===== config.mk =====
export PLATFORM = sky130hd
export DESIGN_NAME = modular_inverse_unit_flat
export DESIGN_NICKNAME = d
export VERILOG_FILES = /design/src/sv/mi_pkg.sv /design/src/sv/mi_req_if.sv /design/src/sv/mi_rsp_if.sv /design/src/sv/modular_inverse_unit.sv /design/src/flat_wrapper.sv
export SDC_FILE = /design/constraint.sdc
export NUM_CORES = 1
export LEC_CHECK = 0
export ABC_AREA = 1
export BUFFER_PORTS_ARGS = -buffer_cell sky130_fd_sc_hd__clkbuf_2
export CAP_MARGIN = 20
export CORE_AREA = 2 2 187 189
export DETAILED_ROUTE_END_ITERATION = 10
export DIE_AREA = 0 0 189 191
export PLACE_DENSITY_LB_ADDON = 0.3
export SLEW_MARGIN = 15
export SYNTH_ARGS = -nofsm -noshare
export SYNTH_HDL_FRONTEND = slang
export SYNTH_SLANG_ARGS = --single-unit
export TNS_END_PERCENT = 10

===== constraint.sdc =====
create_clock -name clk -period 29.2 [get_ports clk]
set_input_delay 5.84 -clock clk [delete_from_list [all_inputs] [get_ports clk]]
set_output_delay 5.84 -clock clk [all_outputs]
set_load 0.1 [all_outputs]

===== src/sv/mi_pkg.sv =====
`default_nettype none
// ----------------------------------------------------------------------------
// mi_pkg
// Shared types and sequencer codes for the modular inverse unit.
// ----------------------------------------------------------------------------
package mi_pkg;

  // sequencer state vector
  typedef logic [2:0] state_t;

  localparam state_t ST_IDLE   = 3'd0;
  localparam state_t ST_CHECK  = 3'd1;
  localparam state_t ST_DIV    = 3'd2;
  localparam state_t ST_UPDATE = 3'd3;
  localparam state_t ST_FINAL  = 3'd4;

endpackage : mi_pkg

`default_nettype wire


===== src/sv/mi_req_if.sv =====
`default_nettype none
// ----------------------------------------------------------------------------
// mi_req_if
// Request channel: operand and modulus with a valid/ready handshake.
// ----------------------------------------------------------------------------
interface mi_req_if #(
  parameter int WORD_BITS = 32
);
  logic                 valid;
  logic                 ready;
  logic [WORD_BITS-1:0] operand;
  logic [WORD_BITS-1:0] modulus;

  modport source (output valid, output operand, output modulus, input ready);
  modport sink   (input valid, input operand, input modulus, output ready);
endinterface : mi_req_if

`default_nettype wire


===== src/sv/mi_rsp_if.sv =====
`default_nettype none
// ----------------------------------------------------------------------------
// mi_rsp_if
// Response channel: reduced inverse with a valid/ready handshake.
// ----------------------------------------------------------------------------
interface mi_rsp_if #(
  parameter int WORD_BITS = 32
);
  logic                 valid;
  logic                 ready;
  logic [WORD_BITS-1:0] inverse;

  modport source (output valid, output inverse, input ready);
  modport sink   (input valid, input inverse, output ready);
endinterface : mi_rsp_if

`default_nettype wire


===== src/sv/modular_inverse_unit.sv =====
`default_nettype none
// ----------------------------------------------------------------------------
// modular_inverse_unit
// Modular inverse by the iterative extended Euclidean algorithm.
// ----------------------------------------------------------------------------
// One request carries an operand and a modulus; one response returns the
// Bezout coefficient of the operand reduced into 0 .. modulus-1 (the inverse
// when the two are coprime, with no flag otherwise; modulus one or zero gives
// 0). Each Euclid round runs one restoring divide that yields one quotient bit
// per cycle, and the same cycle shifts and adds the coefficient product; a
// round is a test, WORD_BITS divide steps and an update. For 32-bit words a
// request takes at most about 47 rounds. The request side is ready only while
// the sequencer is idle; a finished response sits in an output register until
// taken, and the next request may be accepted meanwhile.
// ----------------------------------------------------------------------------
module modular_inverse_unit
  import mi_pkg::*;
#(
  parameter int WORD_BITS = 32
) (
  input  wire     clk,
  input  wire     rst,
  mi_req_if.sink  req,
  mi_rsp_if.source rsp
);

  // coefficients stay within +/- modulus, two extra bits hold sign and range
  localparam int CW       = WORD_BITS + 2;
  localparam int CNT_BITS = $clog2(WORD_BITS);

  state_t                state;
  logic [WORD_BITS-1:0]  r0;
  logic [WORD_BITS-1:0]  r1;
  logic [WORD_BITS-1:0]  modr;
  logic [CW-1:0]         c0;
  logic [CW-1:0]         c1;
  logic [CW-1:0]         prod;
  logic [WORD_BITS:0]    rem;
  logic [WORD_BITS-1:0]  dvd;
  logic [CNT_BITS-1:0]   cnt;
  logic                  out_valid;
  logic [WORD_BITS-1:0]  out_inverse;

  logic [WORD_BITS:0]    rem_sh;
  logic                  fits;
  logic [WORD_BITS:0]    rem_next;
  logic [CW-1:0]         prod_next;
  logic [CW-1:0]         mag;
  logic [CW-1:0]         mod_ext;
  logic [WORD_BITS-1:0]  result;
  logic                  req_fire;
  logic                  rsp_fire;
  logic                  out_free;

  assign req.ready   = (state == ST_IDLE);
  assign req_fire    = req.valid && req.ready;
  assign rsp.valid   = out_valid;
  assign rsp.inverse = out_inverse;
  assign rsp_fire    = out_valid && rsp.ready;
  assign out_free    = !out_valid || rsp.ready;

  // one restoring divide step plus shift-add of quotient bit times c1
  always_comb begin
    rem_sh    = {rem[WORD_BITS-1:0], dvd[WORD_BITS-1]};
    fits      = (rem_sh >= {1'b0, r1});
    rem_next  = fits ? (rem_sh - {1'b0, r1}) : rem_sh;
    prod_next = {prod[CW-2:0], 1'b0} + (fits ? c1 : '0);
  end

  // final reduction of the surviving coefficient into 0 .. modulus-1
  always_comb begin
    mag     = '0 - c0;
    mod_ext = {2'b00, modr};
    if (modr == '0) begin
      result = '0;
    end else if (c0[CW-1]) begin
      if (mag == mod_ext) begin
        result = '0;
      end else begin
        result = modr - mag[WORD_BITS-1:0];
      end
    end else if (c0 == mod_ext) begin
      result = '0;
    end else begin
      result = c0[WORD_BITS-1:0];
    end
  end

  // sequencer
  always_ff @(posedge clk) begin
    if (rst) begin
      state <= ST_IDLE;
    end else begin
      case (state)
        ST_IDLE: begin
          if (req_fire) begin
            state <= ST_CHECK;
          end
        end
        ST_CHECK: begin
          state <= (r1 == '0) ? ST_FINAL : ST_DIV;
        end
        ST_DIV: begin
          if (cnt == '0) begin
            state <= ST_UPDATE;
          end
        end
        ST_UPDATE: begin
          state <= ST_CHECK;
        end
        ST_FINAL: begin
          if (out_free) begin
            state <= ST_IDLE;
          end
        end
        default: begin
          state <= ST_IDLE;
        end
      endcase
    end
  end

  // datapath registers
  always_ff @(posedge clk) begin
    case (state)
      ST_IDLE: begin
        if (req_fire) begin
          r0   <= req.operand;
          r1   <= req.modulus;
          modr <= req.modulus;
          c0   <= CW'(1);
          c1   <= '0;
        end
      end
      ST_CHECK: begin
        rem  <= '0;
        dvd  <= r0;
        prod <= '0;
        cnt  <= CNT_BITS'(WORD_BITS - 1);
      end
      ST_DIV: begin
        rem  <= rem_next;
        dvd  <= {dvd[WORD_BITS-2:0], 1'b0};
        prod <= prod_next;
        cnt  <= cnt - 1'b1;
      end
      ST_UPDATE: begin
        r0 <= r1;
        r1 <= rem[WORD_BITS-1:0];
        c0 <= c1;
        c1 <= c0 - prod;
      end
      default: begin
      end
    endcase
  end

  // output register
  always_ff @(posedge clk) begin
    if (rst) begin
      out_valid <= 1'b0;
    end else if (state == ST_FINAL && out_free) begin
      out_valid <= 1'b1;
    end else if (rsp_fire) begin
      out_valid <= 1'b0;
    end
  end

  always_ff @(posedge clk) begin
    if (state == ST_FINAL && out_free) begin
      out_inverse <= result;
    end
  end

endmodule : modular_inverse_unit

`default_nettype wire

===== src/flat_wrapper.sv =====
// flat-port wrapper written by rule: the top's interface ports become plain ports
module modular_inverse_unit_flat import mi_pkg::*;
#(
  parameter int WORD_BITS = 32
)
  (clk, rst, req_valid, req_operand, req_modulus, req_ready, rsp_valid, rsp_inverse, rsp_ready);
  mi_req_if #(.WORD_BITS(WORD_BITS)) req_i ();
  mi_rsp_if #(.WORD_BITS(WORD_BITS)) rsp_i ();
  input  wire clk;
  input  wire rst;
  input wire logic [$bits(req_i.valid)-1:0] req_valid;
  input wire logic [$bits(req_i.operand)-1:0] req_operand;
  input wire logic [$bits(req_i.modulus)-1:0] req_modulus;
  output wire logic [$bits(req_i.ready)-1:0] req_ready;
  output wire logic [$bits(rsp_i.valid)-1:0] rsp_valid;
  output wire logic [$bits(rsp_i.inverse)-1:0] rsp_inverse;
  input wire logic [$bits(rsp_i.ready)-1:0] rsp_ready;
  assign req_i.valid = req_valid;
  assign req_i.operand = req_operand;
  assign req_i.modulus = req_modulus;
  assign req_ready = req_i.ready;
  assign rsp_valid = rsp_i.valid;
  assign rsp_inverse = rsp_i.inverse;
  assign rsp_i.ready = rsp_ready;
  modular_inverse_unit #(.WORD_BITS(WORD_BITS)) u_core (.clk(clk), .rst(rst), .req(req_i), .rsp(rsp_i));
endmodule

==> metrics.yaml <==
timing:
  maxSlewHeadroom: 0.336
  setup_viol: 0
  setup_slack_ns: 21.55
  setup_tns_ns: 0
  finClkSkew_ns: 0.0356
  post-route-period-util: 0.262
  hold_ws_ns: 0.519
  finalHoldViolCount: 0
  finalCriticalPeriod_ns: 7.65
  fmax_mhz: 131
  rsz0062_at_grt: "no"
  worst_pin_slew_ns: 0.995
  slew_violations: 0
detailed_routing:
  dr.pass1.iters: 6
  wl_um: 70700
  drtIter0Drc: 2706
  drc_errors: 0
  vias: 21000
  postRouteAntennaNets: 0
  via_per_inst: 6.05
  wire_per_inst_um: 20.4
synth:
  yosysMostFrequentCell: "nand2_1"
  synth_top_area_frac: 0.411
  async_flop_share: 0
  synth_cell_type_count: 48
  ys_seq_area_frac: 0.415
  synth_warnings: 0
  synth.area.top_cells: "edfxtp_1, nand2_1, ha_1"
  synth_commonest_cells: "nand2_1, inv_1, nor2_1"
  synth_edf_count: 299
  synth_fp_nets: 3095
  synth_seq_cells: 303
  avgSynthCellArea_um2: 7.55
  synth_cells: 2893
  synth_top_flop_cell: "edfxtp_1"
  synth_top_cell_by_area: "edfxtp_1"
  netlist_area_um2: 21800
floorplan:
  dieWidth_um: 189
  ios: 102
  core_area_um2: 34100
  dieArea_um2: 36100
  die_h_um: 191
  rows: 68
  initial_core_util: 0.640
clocking:
  cts-root-buf: "clkbuf_16"
  clock_sinks: 303
  cts_max_path_buffers: 3
  cts-resized-gates: 0
  clkLatencyLatePin_ns: 0.58
  post_cts_buffers: 0
  htreeDepth: 2
  cts.clk_slew.worst_paths_ns: 0.06
  cts_tree: "done"
  cts_buffers: 36
  ctsHoldBuffers: 0
grt:
  overflow: 0
  grt_use_total: 0.391
  grt_max_degree: 90
  antenna_found_initial: 1
  grt_pass1_vias: 19900
  grt_pass1_wl_um: 109000
placement:
  port_buffers: 101
  gp_congestion: 1.01
  place_area_um2: 22800
  dp.final_hpwl_um: 53800
  pre_cts_slack_ns: 21.07
  dp_cells: 3400
finish:
  final_cell_count_no_fill: 3466
  fin_nets: 3185
  final_cell_area_um2: 24000
  drive_above_1_share: 0.0724
  final_util: 0.703
  area_growth_syn_to_layout_pct: 9.76
critical_path:
  crit_path_start: "req_valid"
  crit_slowest_cell: "buf_4"
  critical_path_buf_inv_count: 4
  crit_top_cell: "buf_4"
  slowest_delay_ns: 0.83
  rr_startpoint: "u_core.r1[21]$_DFFE_PP_"
  reg2reg_slack_ns: 23.75
  cp_num_cells: 5
  r2r.worst_path.cells: 25
  crit_family: "buffers and inverters"
  crit_end: "u_core.c0[29]$_SDFFCE_PN0P_"
  crit_fanout: 67
  arrival_ns: 7.82
  start_kind: "input pin"
  crit_type: "in -> reg"
  crit_chain: "clkbuf_2, inv_1, o21ai_4, buf_4, buf_4"
  critPathRequiredTime_ns: 29.37
  r2r_end: "u_core.prod[33]$_SDFFCE_PN0P_"
  crit_path_end_kind: "flop"
power:
  p_per_area_nw_per_um2: 101
  vdd_drop_max_mv: 0.0866
  p_int_mw: 1.28
  power.leakage_nw: 10.9
  power_frac_clock: 0.194
  finalPower_mw: 2.41
  p_comb_frac: 0.501
  seq_power_share: 0.305
  p_switching_mw: 1.13
  swShare: 0.469
job:
  drv_cap: 0
min_path:
  min_path_type: "reg -> reg"
  holdPathStages: 2
status:
  status: "complete, no violations"
-- worst min-delay path by stage --
| stage | from | endpoint | slack (ns) |
|---|---|---|---|
| 3_5_place_dp | u_core.r0[25]$_DFFE_PP_ | u_core.dvd[25]$_DFFE_PP_ | 0.50 |
| 2_1_floorplan | u_core.r0[0]$_DFFE_PP_ | u_core.dvd[0]$_SDFFCE_PP0P_ | 0.48 |
| 6_report | u_core.dvd[22]$_DFFE_PP_ | u_core.dvd[23]$_DFFE_PP_ | 0.52 |
| 3_3_place_gp | u_core.r0[9]$_DFFE_PP_ | u_core.dvd[9]$_DFFE_PP_ | 0.49 |
| 4_1_cts | u_core.dvd[22]$_DFFE_PP_ | u_core.dvd[23]$_DFFE_PP_ | 0.51 |
| 5_1_grt | u_core.dvd[8]$_DFFE_PP_ | u_core.dvd[9]$_DFFE_PP_ | 0.53 |
-- flip-flops by register name, indices dropped and copies added, names as in the netlist --
name and flops:
u_core.cnt 5, u_core.prod 34, u_core.c0 34, u_core.rsp.valid 1, u_core.rem 32, u_core.dvd 32, u_core.r1 32, u_core.c1 34
u_core.r0 32, u_core.state 3, u_core.rsp.inverse 32, u_core.modr 32
-- kinds of logic after synthesis --
logic type      synth area share
xor+xnor                  0.0313
simple gates               0.271
compound gates             0.125
fa+ha+maj                 0.0782
flops                      0.415
buf+inv                   0.0800
-- layout make-up --
| type | count | area [um2] |
|---|---|---|
| antenna | 1 | 2.50 |
| clock buffer | 40 | 916 |
| clock inverter | 25 | 289 |
| fill | 2714 | 10100 |
| inverter | 390 | 1470 |
| multi-input combinational | 2140 | 11100 |
| sequential | 303 | 9060 |
| tap | 455 | 569 |
| timing repair buffer | 112 | 588 |
-- metal layers --
layer  track usage  vias up  wire [um]
met4         0.172        0       3290
met1         0.520     9657      27500
met5             0        -          0
met2         0.632     1300      32100
met3        0.0679      208       7820
li1              -     9807          -
-- power groups by stage --
stage / Clock [mW] / Sequential [mW] / Combinational [mW]
after floorplan: 0 / 0.719 / 0.857
after global placement: 0 / 0.732 / 1.12
after detailed placement: 0 / 0.738 / 1.16
after CTS: 0.469 / 0.731 / 1.17
after global routing: 0.483 / 0.743 / 1.33
final: 0.468 / 0.735 / 1.21
-- worst min-delay path: stages (launching register included) --
cell and delay (ns):
edfxtp_1 0.32, nand2_1 0.05, nand2_1 0.05
-- placed cells by master, fill, tap and decap left out, types with 37 or more instances in the layout --
master | Yosys | final
nand4_1 | 48 | 48
xor2_1 | 40 | 40
o21ai_0 | 148 | 147
nand2_1 | 788 | 788
inv_1 | 379 | 379
nand3_1 | 109 | 109
ha_1 | 130 | 130
a21oi_1 | 245 | 245
clkbuf_2 | 0 | 101
nor2_1 | 358 | 356
xnor2_1 | 38 | 38
edfxtp_1 | 299 | 299
nor3_1 | 37 | 37
No activity file was read; power rests on OpenSTA's default activity.
